File: src/design/assert_macros.svh
// Assertion macros used by the reassembler top level.
`ifndef ASSERT_MACROS_SVH
`define ASSERT_MACROS_SVH

// Implication within the same clock edge.
`define CSR_ASSERT_IMP(lbl, ante, cons, msg) \
    lbl: assert property (@(posedge i_clk) disable iff (!i_rst_n) (ante) |-> (cons)) \
        else $error(msg);

// Implication checked on the clock edge after the antecedent.
`define CSR_ASSERT_NXT(lbl, ante, cons, msg) \
    lbl: assert property (@(posedge i_clk) disable iff (!i_rst_n) (ante) |=> (cons)) \
        else $error(msg);

`endif

File: src/design/csr_pkg.sv
// Shared types, codes and the CRC step function of the chunked stream reassembler.
package csr_pkg;

    localparam int WP_W          = 14;
    localparam int QDEPTH        = 4;
    localparam int QAW           = $clog2(QDEPTH);
    localparam int BEGIN_MIN_LEN = 6;
    localparam int HDR_MIN_LEN   = 3;

    localparam logic [15:0] CRC_POLY = 16'h1021;
    localparam logic [15:0] CRC_INIT = 16'hFFFF;
    localparam logic [15:0] CRC_MSB  = 16'h8000;

    localparam logic [2:0] OP_BEGIN   = 3'd0;
    localparam logic [2:0] OP_HDR     = 3'd1;
    localparam logic [2:0] OP_DATA    = 3'd2;
    localparam logic [2:0] OP_END     = 3'd3;
    localparam logic [2:0] OP_READ    = 3'd4;
    localparam logic [2:0] OP_RELEASE = 3'd5;
    localparam logic [2:0] OP_RESET   = 3'd6;

    typedef enum logic [3:0] {
        ST_OK          = 4'd0,
        ST_SHORT       = 4'd1,
        ST_BAD_PARAMS  = 4'd2,
        ST_INACTIVE    = 4'd3,
        ST_INDEX_RANGE = 4'd4,
        ST_LEN_RANGE   = 4'd5,
        ST_FRAME_SHORT = 4'd6,
        ST_PAST_END    = 4'd7,
        ST_MISSING     = 4'd8,
        ST_SIZE_MISM   = 4'd9,
        ST_CRC_MISM    = 4'd10,
        ST_NOT_READY   = 4'd11,
        ST_UNEXPECTED  = 4'd12
    } t_status;

    typedef enum logic [2:0] {
        K_BEGIN, K_HDR, K_DATA, K_END, K_READ, K_RELEASE, K_RESET, K_BAD
    } t_kind;

    typedef struct packed {
        t_kind       kind;
        logic        begin_short;
        logic        begin_bad;
        logic        hdr_short;
        logic        idx_over;
        logic        len_bad;
        logic        frame_short;
        logic        rd_over;
        logic [15:0] file_size;
        logic [7:0]  chunk_count;
        logic [15:0] crc_target;
        logic [7:0]  chunk_index;
        logic [7:0]  chunk_length;
        logic [7:0]  data_byte;
        logic [13:0] read_address;
    } t_req;

    function automatic logic [15:0] crc16_byte(input logic [15:0] crc_in,
                                                input logic [7:0] data);
        logic [15:0] c;
        c = crc_in ^ {data, 8'h00};
        for (int b = 0; b < 8; b++) begin
            if ((c & CRC_MSB) != 16'h0000) begin
                c = (c << 1) ^ CRC_POLY;
            end else begin
                c = c << 1;
            end
        end
        return c;
    endfunction

endpackage

File: src/design/csr_front.sv
// Front end: accepts requests, decodes and pre-checks them, and queues them for the back end.
module csr_front import csr_pkg::*; #(
    parameter int MAX_BYTES   = 16384,
    parameter int MAX_CHUNKS  = 128,
    parameter int CHUNK_BYTES = 128
) (
    input  logic        i_clk,
    input  logic        i_rst_n,
    input  logic        i_valid,
    output logic        o_stall,
    input  logic [2:0]  i_op,
    input  logic [8:0]  i_payload_length,
    input  logic [15:0] i_file_size,
    input  logic [7:0]  i_chunk_count,
    input  logic [15:0] i_crc_target,
    input  logic [7:0]  i_chunk_index,
    input  logic [7:0]  i_chunk_length,
    input  logic [7:0]  i_data_byte,
    input  logic [13:0] i_read_address,
    output logic        o_q_valid,
    output t_req        o_req,
    input  logic        i_pop
);

    t_req           r_q [QDEPTH];
    logic [QAW-1:0] r_wr;
    logic [QAW-1:0] r_rd;
    logic [QAW:0]   r_cnt;
    t_req           n_req;
    logic           push;

    always_comb begin
        n_req = '0;
        case (i_op)
            OP_BEGIN:   n_req.kind = K_BEGIN;
            OP_HDR:     n_req.kind = K_HDR;
            OP_DATA:    n_req.kind = K_DATA;
            OP_END:     n_req.kind = K_END;
            OP_READ:    n_req.kind = K_READ;
            OP_RELEASE: n_req.kind = K_RELEASE;
            OP_RESET:   n_req.kind = K_RESET;
            default:    n_req.kind = K_BAD;
        endcase
        n_req.begin_short  = i_payload_length < 9'(BEGIN_MIN_LEN);
        n_req.begin_bad    = (i_file_size == 16'd0)
                          || ({1'b0, i_file_size} > 17'(MAX_BYTES))
                          || (i_chunk_count == 8'd0)
                          || ({1'b0, i_chunk_count} > 9'(MAX_CHUNKS));
        n_req.hdr_short    = i_payload_length < 9'(HDR_MIN_LEN);
        n_req.idx_over     = {1'b0, i_chunk_index} >= 9'(MAX_CHUNKS);
        n_req.len_bad      = {1'b0, i_chunk_length} > 9'(CHUNK_BYTES);
        n_req.frame_short  = (10'(i_chunk_length) + 10'(HDR_MIN_LEN))
                          > {1'b0, i_payload_length};
        n_req.rd_over      = {3'b000, i_read_address} >= 17'(MAX_BYTES);
        n_req.file_size    = i_file_size;
        n_req.chunk_count  = i_chunk_count;
        n_req.crc_target   = i_crc_target;
        n_req.chunk_index  = i_chunk_index;
        n_req.chunk_length = i_chunk_length;
        n_req.data_byte    = i_data_byte;
        n_req.read_address = i_read_address;
    end

    assign o_stall   = (r_cnt == (QAW+1)'(QDEPTH));
    assign push      = i_valid && !o_stall;
    assign o_q_valid = (r_cnt != '0);
    assign o_req     = r_q[r_rd];

    always_ff @(posedge i_clk) begin
        if (!i_rst_n) begin
            r_wr  <= '0;
            r_rd  <= '0;
            r_cnt <= '0;
        end else begin
            if (push) begin
                r_q[r_wr] <= n_req;
                r_wr      <= r_wr + 1'b1;
            end
            if (i_pop) begin
                r_rd <= r_rd + 1'b1;
            end
            case ({push, i_pop})
                2'b10:   r_cnt <= r_cnt + 1'b1;
                2'b01:   r_cnt <= r_cnt - 1'b1;
                default: r_cnt <= r_cnt;
            endcase
        end
    end

endmodule

File: config.mk
export PLATFORM = sky130hd
export DESIGN_NAME = csr_front
export DESIGN_NICKNAME = d
export VERILOG_FILES = /design/src/design/assert_macros.svh /design/src/design/csr_pkg.sv /design/src/design/csr_front.sv
export SDC_FILE = /design/constraint.sdc
export NUM_CORES = 1
export LEC_CHECK = 0
export BUFFER_PORTS_ARGS = -buffer_cell sky130_fd_sc_hd__clkbuf_2
export CAP_MARGIN = 40
export CORE_MARGIN = 8
export CORE_UTILIZATION = 55
export DETAILED_ROUTE_END_ITERATION = 12
export PLACE_DENSITY = 0.77
export SYNTH_ARGS = -nofsm -noshare
export SYNTH_HDL_FRONTEND = slang
export SYNTH_SLANG_ARGS = --single-unit
File: constraint.sdc
create_clock -name i_clk -period 4.7 [get_ports i_clk]
set_input_delay 0.705 -clock i_clk [delete_from_list [all_inputs] [get_ports i_clk]]
set_output_delay 0.705 -clock i_clk [all_outputs]
set_load 0.1 [all_outputs]
# After elaboration in Yosys (flattened, before gate mapping)

Memory sizes are Yosys's and may differ from the RTL's. A register that Yosys moved wholly into a read port is not among the register bits.
Cells that the tools add are included.
W data, S select, Z words.

Memories kept: 1
Output and inout bits: 90
Bits in writable memories: 348
Input bits: 94
Logic and storage cells: 42
Bits in registers: 7

Memories:

| name | words | bits a word | read ports | clocked after Yosys merged registers in | wr ports | RTL line        | RTL |
|---|---|---|---|---|---|---|---|
| r_q  | 4     | 87          | 1          | 1                                       | 1        | csr_front.sv:25 | `t_req r_q [QDEPTH];` |

Equal/unequal tests: 9
Add/subtract/negate cells: 5
Order comparisons: 7
Reduce and logical (&&, ||, !) cells: 10
Multiplexer cells: 7

Operators by type and width:

| cell                   | number |
|---|---|
| $pmux W3 S7            | 1 |
| $gt A16 B15 Y1 const B | 1 |
| $gt A8 B8 Y1 const B   | 2 |
| $logic_not A16 Y1      | 1 |
| $eq A3 B3 Y1 const B   | 4 |
| $add A8 B2 Y9 const B  | 1 |
| $gt A9 B9 Y1           | 1 |
| $lt A9 B2 Y1 const B   | 1 |
| $lt A9 B3 Y1 const B   | 1 |
| $ge A8 B8 Y1 const B   | 1 |
| $logic_not A8 Y1       | 1 |
| $eq A3 B2 Y1 const B   | 2 |
| $pmux W3 S2            | 1 |
| $add A2 B1 Y2 const B  | 2 |
| $mux W2                | 2 |
| $add A3 B1 Y3 const B  | 1 |
| $eq A3 B1 Y1 const B   | 1 |
| $logic_not A3 Y1       | 1 |
| $logic_or A1 B1 Y1     | 3 |
| $mux W1                | 3 |
| $reduce_bool A3 Y1     | 1 |
| $sub A3 B1 Y3 const B  | 1 |
| $eq A2 B1 Y1 const B   | 1 |
| $eq A2 B2 Y1 const B   | 1 |
| other kinds (3)        | 3 |

# Longest topological paths before layout

Gate-level depths: netlist of run 1.

Depth after elaboration: 6
Gate-level depth with buffers: 10
Mapped depth without buffers: 10

# Worst setup path before layout of run 1

No wires, ideal clock.

Path kind: register to register
Start: reg r_cnt[0]
End: mem r_q[1][0] (netlist name) (enable)
Slack: 0.039 ns
Period minus slack after synthesis: 4.661 ns
Cell stages (with the launch flop): 5
Data arrival time: 4.014 ns
Buffers on the path: 1
Required time: 4.053 ns
Setup time: 0.647 ns
Cells stage by stage: dfxtp_1 > nor3b_1 > nor2b_1 > buf_2 > and3_1

Cells in the longest elaborated chain, start to end: 6

RTL lines:

| what                          | RTL line        | RTL |
|---|---|---|
| start: declaration            | csr_front.sv:28 | `logic [QAW:0] r_cnt;` |
| start signal: assignment      | csr_front.sv:83 | `2'b10: r_cnt <= r_cnt + 1'b1;` |
| start signal: assignment      | csr_front.sv:84 | `2'b01: r_cnt <= r_cnt - 1'b1;` |
| start signal: assignment      | csr_front.sv:85 | `default: r_cnt <= r_cnt;` |
| $eq A3 B3 Y1                  | csr_front.sv:64 | `assign o_stall = (r_cnt == (QAW+1)'(QDEPTH));` |
| net o_stall                   | csr_front.sv:10 | `output logic o_stall,` |
| $logic_not A1 Y1              | csr_front.sv:65 | `assign push = i_valid && !o_stall;` |
| $logic_and A1 B1 Y1           | csr_front.sv:65 |  |
| $mux W1                       | csr_front.sv:75 | `if (push) begin` |
| $mux W1                       | csr_front.sv:70 | `if (!i_rst_n) begin` |
| $mux W1 (not written as such) | csr_front.sv:76 | `r_q[r_wr] <= n_req;` |
| end: declaration              | csr_front.sv:25 |  |

The timed path passes the listed nets, and every way through them passes these cells.

==> results of run 1 <==
[critical path, stage by stage, from the launching register on]
cell and delay (ps):
dfxtp_4 530, buf_4 500, mux4_2 620, clkbuf_2 400
[metrics by stage]
step	instance area [sq um]	instances	hold WS (ps)
after floorplan	13500	574	467
after detailed placement	14900	1068	535
after global placement	14800	1064	479
after CTS	16000	1136	392
final	16000	1136	416
after global routing	16000	1136	399
[where the power goes]
| group | switching [uW] | internal, uW |
|---|---|---|
| Combinational | 1190 | 324 |
| Clock | 1130 | 1630 |
| Sequential | 52.8 | 3640 |
[registers in the layout, summed over array words and instances, names as in the netlist, named ones only]
| register | count |
|---|---|
| r_q | 348 |
| r_cnt | 3 |
| r_rd | 2 |
| r_wr | 2 |
[cell type report]
| type | count | area (sq um) |
|---|---|---|
| clock buffer | 49 | 1010 |
| clock inverter | 19 | 148 |
| fill | 1525 | 8130 |
| inverter | 17 | 63.8 |
| multi-input combinational | 173 | 2660 |
| sequential | 357 | 10600 |
| tap | 324 | 405 |
| timing repair buffer | 197 | 1120 |
[routing by layer]
layer	routed length [um]	GRT usage [%]	up-vias	share of wire (%)
met1	10700	22.8	3330	40
met3	1900	4.70	43	7.1
met5	27	0	-	0.10
met2	13500	30.2	258	51
li1	-	-	2831	-
met4	474	4.68	4	1.8
[layout by cell type (no fill, tap or decap), drive strengths merged, types with 2 or more instances in the layout]
| master | netlist | final |
|---|---|---|
| a21oi | 4 | 4 |
| and2 | 6 | 6 |
| and3 | 6 | 6 |
| buf | 17 | 15 |
| bufinv | 0 | 2 |
| clkbuf | 10 | 231 |
| clkinv | 0 | 14 |
| dfxtp | 9 | 9 |
| edfxtp | 348 | 348 |
| ha | 15 | 15 |
| inv | 17 | 20 |
| mux4 | 87 | 87 |
| nand2 | 4 | 4 |
| nand3 | 2 | 2 |
| nand4 | 2 | 2 |
| nor2 | 4 | 4 |
| nor2b | 3 | 3 |
| nor4 | 5 | 5 |
| o21ai | 6 | 6 |
| or3 | 3 | 3 |
| xnor2 | 7 | 7 |
| xor2 | 6 | 6 |
[final timing paths]
check | end | depth (start not counted)
setup / recovery | o_req[42] | 3
hold / removal | r_q[3][47] | 1
setup reg to reg | r_q[3][40] | 5
hold reg to reg | r_cnt[2] | 2
[synthesized netlist by cell type, types with 2 or more instances]
cell,number
edfxtp_1,348
mux4_2,87
inv_1,17
ha_1,15
buf_2,12
clkbuf_1,10
dfxtp_1,9
xnor2_1,7
and2_1,6
and3_1,6
o21ai_0,6
xor2_1,6
a21oi_1,4
buf_6,4
nand2_1,4
nor2_1,4
nor4_1,4
nor2b_1,3
or3_1,3
nand3_1,2
nand4_1,2
[cells by family after synthesis]
kind of cell | count (synthesis) | share of synthesized area [%]
and+or+nand+nor | 39 | 1.85
buffers and inverters | 44 | 1.59
DFF | 357 | 78.8
adders and majority gates | 16 | 1.54
muxes | 88 | 14.6
AOI/OAI and AO/OA | 16 | 0.705
other | 1 | 0.0278
xor gates and xnor gates | 13 | 0.844
==> summary.txt, run 1 <==
Outcome
  – Status: complete, no violations

STA
  – Min Clock Period, post-route: 3270 ps
  – Fin crit share: roughly 70%
  – Final hold violations: 0
  – Fin Clk Skew: about 8.2 ps
  – RSZ-0062 raised after global routing: false
  – Peak Freq: 306 MHz
  – Fin. max-slew vios: 0
  – TNS Setup: 0 ps
  – Final setup margin: 1430 ps
  – # setup viols final: 0
  – Slew margin rel.: between 50 and 60%
  – Worst-margin pin slew: between 600 and 700 ps

Setup path
  – Setup CP Type: reg2out
  – Worst EP arrival: 2560 ps
  – R2R Setup Slk: between 2000 and 2500 ps
  – Worst r2r src: r_cnt[2]
  – Critical path startpoint category: flip-flop
  – Req. time, crit path: between 3000 and 4000 ps
  – Worst-path fanout max: 25
  – Crit end category: output port

Synthesis
  – Synth cell types: 36
  – Synth top area share: 77.5%
  – Seq cells post-synth: approximately 360
  – Mapped Cells: between 500 and 600
  – Synth Net Count: about 680
  – Asr flop ratio synth: 0%
  – Post-synthesis sequential area ratio: just under 80%
  – Mapped cell area: 13500 sq um
  – Mean Syn Cell Area: between 20 and 25 sq um
  – Main synth FF type: edfxtp_1
  – Area contributors post-synth: edfxtp_1 78%, mux4_2 15%, ha_1 1.4%
  – Synth warn: 0
  – Area leader, netlist: edfxtp_1
  – Post-synth EDFFs: 348

Pwr
  – Total power draw: ~8000 uW
  – Pwr Density: slightly below 500 nW/um^2
  – Leakage: roughly 0.0055 uW
  – Peak supply drop: 424 uV

CTS
  – Max Buffers Root-to-Sink: 3
  – Worst-Skew Late Latency: approximately 500 ps
  – Clk slew on worst S/H paths: 60 ps
  – CTS Sinks: 357
  – Setup Fix Bufs, Post-CTS: 0
  – CTS Buf Count: 37
  – Root Buffer Master: clkbuf_16
  – CTS tree: yes
  – Hold_buf cts: 0
  – Post_cts resized: 0
  – CTS H-tree depth: 2

Layout
  – Post-Route Utilization: roughly two thirds
  – # diodes: 0
  – Synth-to-layout area growth: 19.0%
  – Share of cells above drive strength 1: a little over two fifths
  – # nets final: just under 900

Min path
  – HP Class: in2reg
  – Worst hold start: i_crc_target[9]

Floorplan
  – I/O pin count: between 150 and 200
  – Core box area: between 20000 and 25000 sq um
  – Height of the die: ~170 um
  – Die area: a little under 30000 sq um
  – Initial Util: between 50 and 60%
  – DIE WIDTH: ~170 um
  – Core Rows: 57

Drt
  – Initial DRT Pass Iterations: 4
  – WL per Instance: around 23 um
  – ANT nets after route: 0
  – Drt initial violations: a little under 500
  – Routed WL: about 27000 um
  – # DRC: 0
  – Vias per cell: ~5.7
  – Vias post-DR: about 6500

GRT
  – Number of global-route vias before repair: between 7000 and 8000
  – Largest net degree at the start of global routing: 54
  – Gr ovfl total: 0
  – Tot GR Track Use: 17.9%
  – Initial antenna violation count: 2
  – First-pass GRT wire length: between 40000 and 50000 um

Place
  – HPWL after detailed placement: ~17000 um
  – IO buf count: around 180
  – Dpl ws: 1890 ps
  – Routability cong.: 0.765

Flow run
  – Number of max-cap violations: 0
Power figures use the tool's default switching activity.
==> inputs of run 2 (changes only) <==
--- a/config.mk
+++ b/config.mk
@@ -5,12 +5,13 @@
 export SDC_FILE = /design/constraint.sdc
 export NUM_CORES = 1
 export LEC_CHECK = 0
+export ABC_AREA = 1
 export BUFFER_PORTS_ARGS = -buffer_cell sky130_fd_sc_hd__clkbuf_2
 export CAP_MARGIN = 40
 export CORE_MARGIN = 8
-export CORE_UTILIZATION = 55
+export CORE_UTILIZATION = 52
 export DETAILED_ROUTE_END_ITERATION = 12
-export PLACE_DENSITY = 0.77
+export PLACE_DENSITY = 0.76
 export SYNTH_ARGS = -nofsm -noshare
 export SYNTH_HDL_FRONTEND = slang
 export SYNTH_SLANG_ARGS = --single-unit
==> constraint.sdc (replaced) <==
create_clock -name i_clk -period 3 [get_ports i_clk]
set_input_delay 0.45 -clock i_clk [delete_from_list [all_inputs] [get_ports i_clk]]
set_output_delay 0.45 -clock i_clk [all_outputs]
set_load 0.1 [all_outputs]
==> run 2 against run 1 <==
Compared with the run above:
- largest cell class unchanged
- non-clock buffer count grew 5
- via count grew 36%
- wire length rose by 14%
- hold slack worse by 260 ps
- clock-buffer cell count did not move
- synthesized area up 3.5%
- flip-flop and latch count did not move
- highest routed layer unchanged
- register-to-register slack got worse by 1400 ps
==> summary.txt, run 2 <==
GRT
  – Tot GR Track Use: ~18%
  – Gr ovfl total: 0
  – First-pass GRT wire length: 47300 um
  – Initial antenna violation count: 2
  – Number of global-route vias before repair: 8775
  – Largest net degree at the start of global routing: between 80 and 90

Place
  – Routability cong.: a little under 0.9
  – IO buf count: about 180
  – HPWL after detailed placement: between 15000 and 20000 um

Setup path
  – Crit end category: output port
  – Req. time, crit path: 2550 ps
  – Worst R2R End: r_q[3][0]
  – R2r worst-path depth: 5
  – Worst-path fanout max: 55
  – Critical Path Sink: o_req[21]
  – Worst r2r src: r_cnt[0]
  – Critical path startpoint category: flip-flop
  – Worst EP arrival: between 2000 and 2500 ps
  – R2R Setup Slk: between 900 and 1000 ps
  – Setup CP Type: reg2out

Synthesis
  – Synth Area in Adders: under 10%
  – Simple-gate share of the synthesized area: under 10%
  – Main synth FF type: edfxtp_1
  – Area leader, netlist: edfxtp_1
  – Mapped cell area: about 14000 sq um
  – Mapped Cells: approximately 1000
  – Mean Syn Cell Area: around 14 sq um
  – Synth Area in XOR/XNOR: less than 1%
  – Post-synthesis sequential area ratio: 76.2%
  – Synth Net Count: around 1100
  – Post-synthesis compound-gate area fraction: a little over a tenth
  – Synth cell types: 27
  – Top-count cell post-synth: edfxtp_1
  – Commonest cells in the netlist: 348 x edfxtp_1, 210 x nor2_1, 99 x o21ai_0
  – Mux contribution to synthesized area: 0%
  – Synth top area share: about three quarters
  – Seq cells post-synth: between 300 and 400
  – Area contributors post-synth: edfxtp_1 75%, nor2_1 5.6%, o22ai_1 3.9%
  – Asr flop ratio synth: 0%
  – Synth warn: 0
  – Largest family of logic cells by synthesized area: compound AO/OA/AOI/OAI gates
  – Post-synth EDFFs: about 350

Pwr
  – Sequential power share: about 45%
  – Peak supply drop: 776 uV
  – Total power draw: between 10000 and 15000 uW
  – Sw power: 3660 uW
  – Pwr Density: a little over 700 nW/um^2
  – Switching Share: approximately 29%
  – Internal power: 8940 uW
  – Combinational share of power: between 20 and 25%
  – Clock share of power: between 30% and 40%
  – Leakage: ~0.0064 uW

STA
  – Peak Freq: between 300 and 400 MHz
  – # setup viols final: 0
  – RSZ-0062 raised after global routing: false
  – Slew margin rel.: about three fifths
  – Final hold violations: 0
  – Fin Hold WS: 157 ps
  – TNS Setup: 0 ps
  – Fin. max-slew vios: 0
  – Worst-margin pin slew: 574 ps
  – Fin crit share: between 90% and 100%
  – Min Clock Period, post-route: 2800 ps
  – Fin Clk Skew: roughly 17 ps

Layout
  – # diodes: 0
  – Most common cell after layout, fill and taps aside: edfxtp_1
  – Max FFs per register: 348
  – Commonest cells after routing, fill and taps aside: 348 x edfxtp_1, 206 x nor2_1, 101 x buf_12
  – Biggest registers after layout: r_q (348), r_cnt (3)
  – Synth-to-layout area growth: 26.6%
  – Share of cells above drive strength 1: 20.9%
  – Largest Register: r_q
  – # nets final: 1311

Floorplan
  – Initial Util: between 50 and 60%
  – Core Rows: 60
  – Core box area: 26700 sq um
  – I/O pin count: ~180
  – DIE WIDTH: 180 um
  – Die area: approximately 32000 sq um
  – Height of the die: 180 um

Drt
  – WL per Instance: ~19 um
  – Vias per cell: between 5 and 6
  – Routed WL: 30500 um
  – Vias post-DR: approximately 8800
  – ANT nets after route: 0
  – Initial DRT Pass Iterations: 5
  – Drt initial violations: ~550
  – # DRC: 0

CTS
  – CTS Buf Count: 37
  – Clk slew on worst S/H paths: 60 ps
  – Hold_buf cts: 0
  – CTS Sinks: between 300 and 400
  – Root Buffer Master: clkbuf_16
  – Post_cts resized: 0
  – CTS tree: yes
  – Worst-Skew Late Latency: ~500 ps
  – CTS H-tree depth: 2
  – Setup Fix Bufs, Post-CTS: 0
  – Max Buffers Root-to-Sink: 3

Flow run
  – Number of max-cap violations: 0

Min path
  – HP Class: in2reg

Outcome
  – Status: complete, no violations
run 2: changes by cell type in the layout (fill, tap and decap cells not counted), sizes merged, moves of 6 or more:
| cell | previous run | this run |
|---|---|---|
| o21ai | 6 | 181 |
| and3 | 6 | 0 |
| buf | 15 | 107 |
| mux4 | 87 | 0 |
| inv | 20 | 45 |
| and2 | 6 | 0 |
| nand2 | 4 | 32 |
| o22ai | 0 | 87 |
| nand3 | 2 | 13 |
| clkbuf | 231 | 144 |
| nor2 | 4 | 210 |
run 2: through the flow:
stage | setup WS [ps] | std cells | instance area, sq um | utilization, %
after floorplan | -404 | 1021 | 14000 | -
after global placement | 617 | 1503 | 16600 | 62.2
after detailed placement | 507 | 1503 | 16600 | 62.2
after CTS | 162 | 1566 | 17700 | 66.3
after global routing | 77.6 | 1566 | 17700 | 66.3
final | 204 | 1566 | 17700 | 66.3
run 2: metal layers:
layer | up-vias | global-route usage (%) | wire (um)
met1 | 4321 | 21.9 | 12100
met4 | 4 | 5.04 | 600
met2 | 290 | 32.0 | 15500
met3 | 42 | 5.34 | 2250
met5 | - | 0 | 23
li1 | 4118 | - | -
run 2: how the worst min path moves through the flow:
stage / from / endpoint / slack (ps) / depth (start not counted)
floorplan: r_rd[1] / flip-flop / 410 / 1
global placement: r_rd[1] / flip-flop / 430 / 1
detailed placement: r_rd[1] / flip-flop / 430 / 1
CTS: i_read_address[8] / r_q[1][8] / 130 / 1
global route: i_chunk_index[4] / r_q[1][34] / 120 / 1
finish: i_crc_target[5] / r_q[3][43] / 160 / 1
run 2: power groups by stage:
stage	registers [uW]	logic, uW	clock network, uW
floorplan	5800	1730	0
global placement	5800	2720	0
detailed placement	5810	2750	0
CTS	5710	2760	4240
global route	5720	2850	4430
finish	5710	2740	4150
run 2: cell type report:
class / count / area (sq um)
Clock inverter: 14 / 90.1
Sequential cell: 357 / 10600
Multi-Input combinational cell: 559 / 2790
Tap cell: 341 / 427
Fill cell: 1766 / 8980
Inverter: 44 / 170
Clock buffer: 49 / 1010
Timing Repair Buffer: 202 / 2540
run 2: worst max-delay path, stage by stage (launching register included):
cell	delay, ps
dfxtp_4	530
buf_12	280
buf_4	230
o21ai_0	120
o22ai_1	380
buf_12	230
run 2: cell families after synthesis:
logic type | after synthesis
AO/OA/AOI/OAI | 280
flip-flops | 357
XOR/XNOR | 4
other | 1
AND/OR/NAND/NOR | 258
adder cells (fa/ha/maj) | 16
buffers and inverters | 105
==> inputs of run 3 (changes only) <==
--- a/config.mk
+++ b/config.mk
@@ -11,6 +11,7 @@
 export CORE_MARGIN = 8
 export CORE_UTILIZATION = 52
 export DETAILED_ROUTE_END_ITERATION = 12
+export GPL_ROUTABILITY_DRIVEN = 0
 export PLACE_DENSITY = 0.76
 export SYNTH_ARGS = -nofsm -noshare
 export SYNTH_HDL_FRONTEND = slang
==> constraint.sdc (replaced) <==
create_clock -name i_clk -period 2.4 [get_ports i_clk]
set_input_delay 0.36 -clock i_clk [delete_from_list [all_inputs] [get_ports i_clk]]
set_output_delay 0.36 -clock i_clk [all_outputs]
set_load 0.1 [all_outputs]
==> run 3 against run 2 <==
Compared with the run above:
- non-clock buffer count unchanged
- sequential share of layout area decreased by 1.8 points
- total power increased by 26%
- sequential power increased by 25%
- highest routed layer unchanged
- flip-flop and latch count unchanged
- via count decreased by 0.60%
- global-route usage increased by 0.43 points
- register-to-register slack got worse by 420 ps
- critical path depth decreased by 1
- combinational power increased by 31%
- largest cell class unchanged
==> summary.txt, run 3 (synthesized netlist as in run 2, its figures left out) <==
Drt
  – WL per Instance: a little under 20 um
  – ANT nets after route: 0
  – Routed WL: 30800 um
  – Drt initial violations: approximately 670
  – Initial DRT Pass Iterations: 4
  – Vias per cell: approximately 5.6
  – Vias post-DR: 8722
  – # DRC: 0

STA
  – Final hold violations: 0
  – Slew margin rel.: roughly three fifths
  – RSZ-0062 raised after global routing: true
  – Fin Hold WS: about 64 ps
  – # setup viols final: 0
  – Final setup margin: ~48 ps
  – Min Clock Period, post-route: ~2400 ps
  – Fin crit share: about 98%
  – Fin Clk Skew: around 9.9 ps
  – Fin. max-slew vios: 0
  – Peak Freq: between 400 and 500 MHz
  – Worst-margin pin slew: a little over 600 ps

CTS
  – CTS Buf Count: 36
  – Hold_buf cts: 0
  – CTS Sinks: between 300 and 400
  – CTS H-tree depth: 2
  – Root Buffer Master: clkbuf_16
  – CTS tree: yes
  – Max Buffers Root-to-Sink: 3
  – Worst-Skew Late Latency: approximately 500 ps
  – Clk slew on worst S/H paths: about 60 ps

Outcome
  – Status: complete, no violations

Pwr
  – Sequential power share: 45.0%
  – Clock share of power: around 32%
  – Internal power: 11100 uW
  – Leakage: 0.00658 uW
  – Peak supply drop: between 900 and 1000 uV
  – Sw power: ~4700 uW
  – Pwr Density: a little under 900 nW/um^2
  – Combinational share of power: between 20% and 30%
  – Switching Share: between 20 and 30%

Floorplan
  – Height of the die: ~180 um
  – I/O pin count: around 180
  – Core Rows: 60
  – Initial Util: 52.4%
  – Die area: 32300 sq um
  – Core box area: about 27000 sq um
  – DIE WIDTH: roughly 180 um

Min path
  – Worst hold path endpoint: r_q[3][45]
  – HP Class: in2reg
  – Worst hold stages: 1
  – Worst hold start: i_crc_target[7]

Layout
  – # diodes: 0
  – Synth-to-layout area growth: 30.4%
  – Max FFs per register: roughly 350
  – Largest Register: r_q
  – Fillers: roughly 1700
  – Most common cell after layout, fill and taps aside: edfxtp_1
  – Combined area of the multi-input logic cells: ~3400 sq um
  – Commonest cells after routing, fill and taps aside: 348 x edfxtp_1, 206 x nor2_1, 100 x buf_12
  – Post-Layout Cell Count: 1567
  – Share of cells above drive strength 1: roughly 28%
  – Biggest registers after layout: r_q (348), r_cnt (3)
  – Register Area: 10600 sq um
  – Post-layout instance area: approximately 18000 sq um
  – # nets final: 1310

Setup path
  – Worst EP arrival: between 1500 and 2000 ps
  – Critical path startpoint category: flip-flop
  – R2r worst-path depth: 10
  – Worst R2R End: r_cnt[2]
  – Slowest stage delay, CP: between 400 and 500 ps
  – CP dominant cell by count: buf_12
  – Crit end category: output port
  – Worst r2r src: r_cnt[0]
  – Setup CP Type: reg2out
  – Cell Chain, Critical Path: buf_12 > o21ai_0 > o22ai_2 > buf_12
  – Req. time, crit path: ~2000 ps
  – R2R Setup Slk: about 500 ps
  – Worst path slowest cell: dfxtp_4
  – Worst-path fanout max: 76

Flow run
  – Number of max-cap violations: 0

Place
  – HPWL after detailed placement: 18300 um
  – DP Area: approximately 17000 sq um
  – Dpl ws: between 40 and 50 ps
  – # placed instances: 1503
  – IO buf count: around 180

GRT
  – Number of global-route vias before repair: ~9000
  – Initial antenna violation count: 1
  – First-pass GRT wire length: about 49000 um
  – Gr ovfl total: 0
  – Tot GR Track Use: roughly a fifth
  – Largest net degree at the start of global routing: a little under 80
==> run 3: final cells by class <==
cell class / instances / area share, %
timing repair buffer: 202 / 13.9
tap: 341 / 2.34
clock buffer: 43 / 5.21
sequential: 357 / 58.4
inverter: 44 / 0.983
clock inverter: 21 / 0.694
multi-input combinational: 559 / 18.4
==> run 3: how the worst max path moves through the flow <==
stage | from | slack [ps] | end | depth (start not counted)
after floorplan | r_cnt[0] | 10 | r_q[0][0] | 4
after global placement | i_chunk_length[1] | 150 | r_q[2][78] | 14
after detailed placement | i_chunk_length[1] | 40 | r_q[1][78] | 14
after CTS | flip-flop | 8 | o_req[9] | 5
after global routing | flip-flop | -30 | o_req[9] | 5
final | flip-flop | 50 | o_req[17] | 4
==> run 3: worst max-delay path: cells and delay by family, from the launching register on <==
family / cells / cell delay, ps
AOI/OAI and AO/OA: 2 / 490
buffers and inverters: 2 / 490
DFF: 1 / 420
==> run 3: power by group through the flow <==
stage	clock, uW	sequential, uW	combinational (uW)
floorplan	0	7250	2310
global placement	0	7240	3560
detailed placement	0	7250	3600
CTS	5180	7120	3620
global route	5410	7140	3730
finish	5100	7120	3590
==> run 3: repair_timing <==
item,CTS,global route
setup buffers,0,0
setup endpoints to repair,15,24
resized for setup,3,2
gates cloned,0,0
==> run 3: metrics by stage <==
stage	utilization, %	TNS, ps	power, uW
2_1_floorplan	-	0	9560
3_3_place_gp	64.2	0	10800
3_5_place_dp	64.2	0	10900
4_1_cts	68.3	0	15900
5_1_grt	68.3	-77.6	16300
6_report	68.3	0	15800
==> run 3: routing by layer <==
| layer | share of wire (%) | vias to the layer above | GRT usage [%] |
|---|---|---|---|
| li1 | - | 4118 | - |
| met5 | 0.042 | - | 0 |
| met3 | 6.3 | 49 | 4.66 |
| met2 | 51 | 240 | 32.1 |
| met4 | 1.7 | 2 | 4.97 |
| met1 | 41 | 4313 | 23.6 |
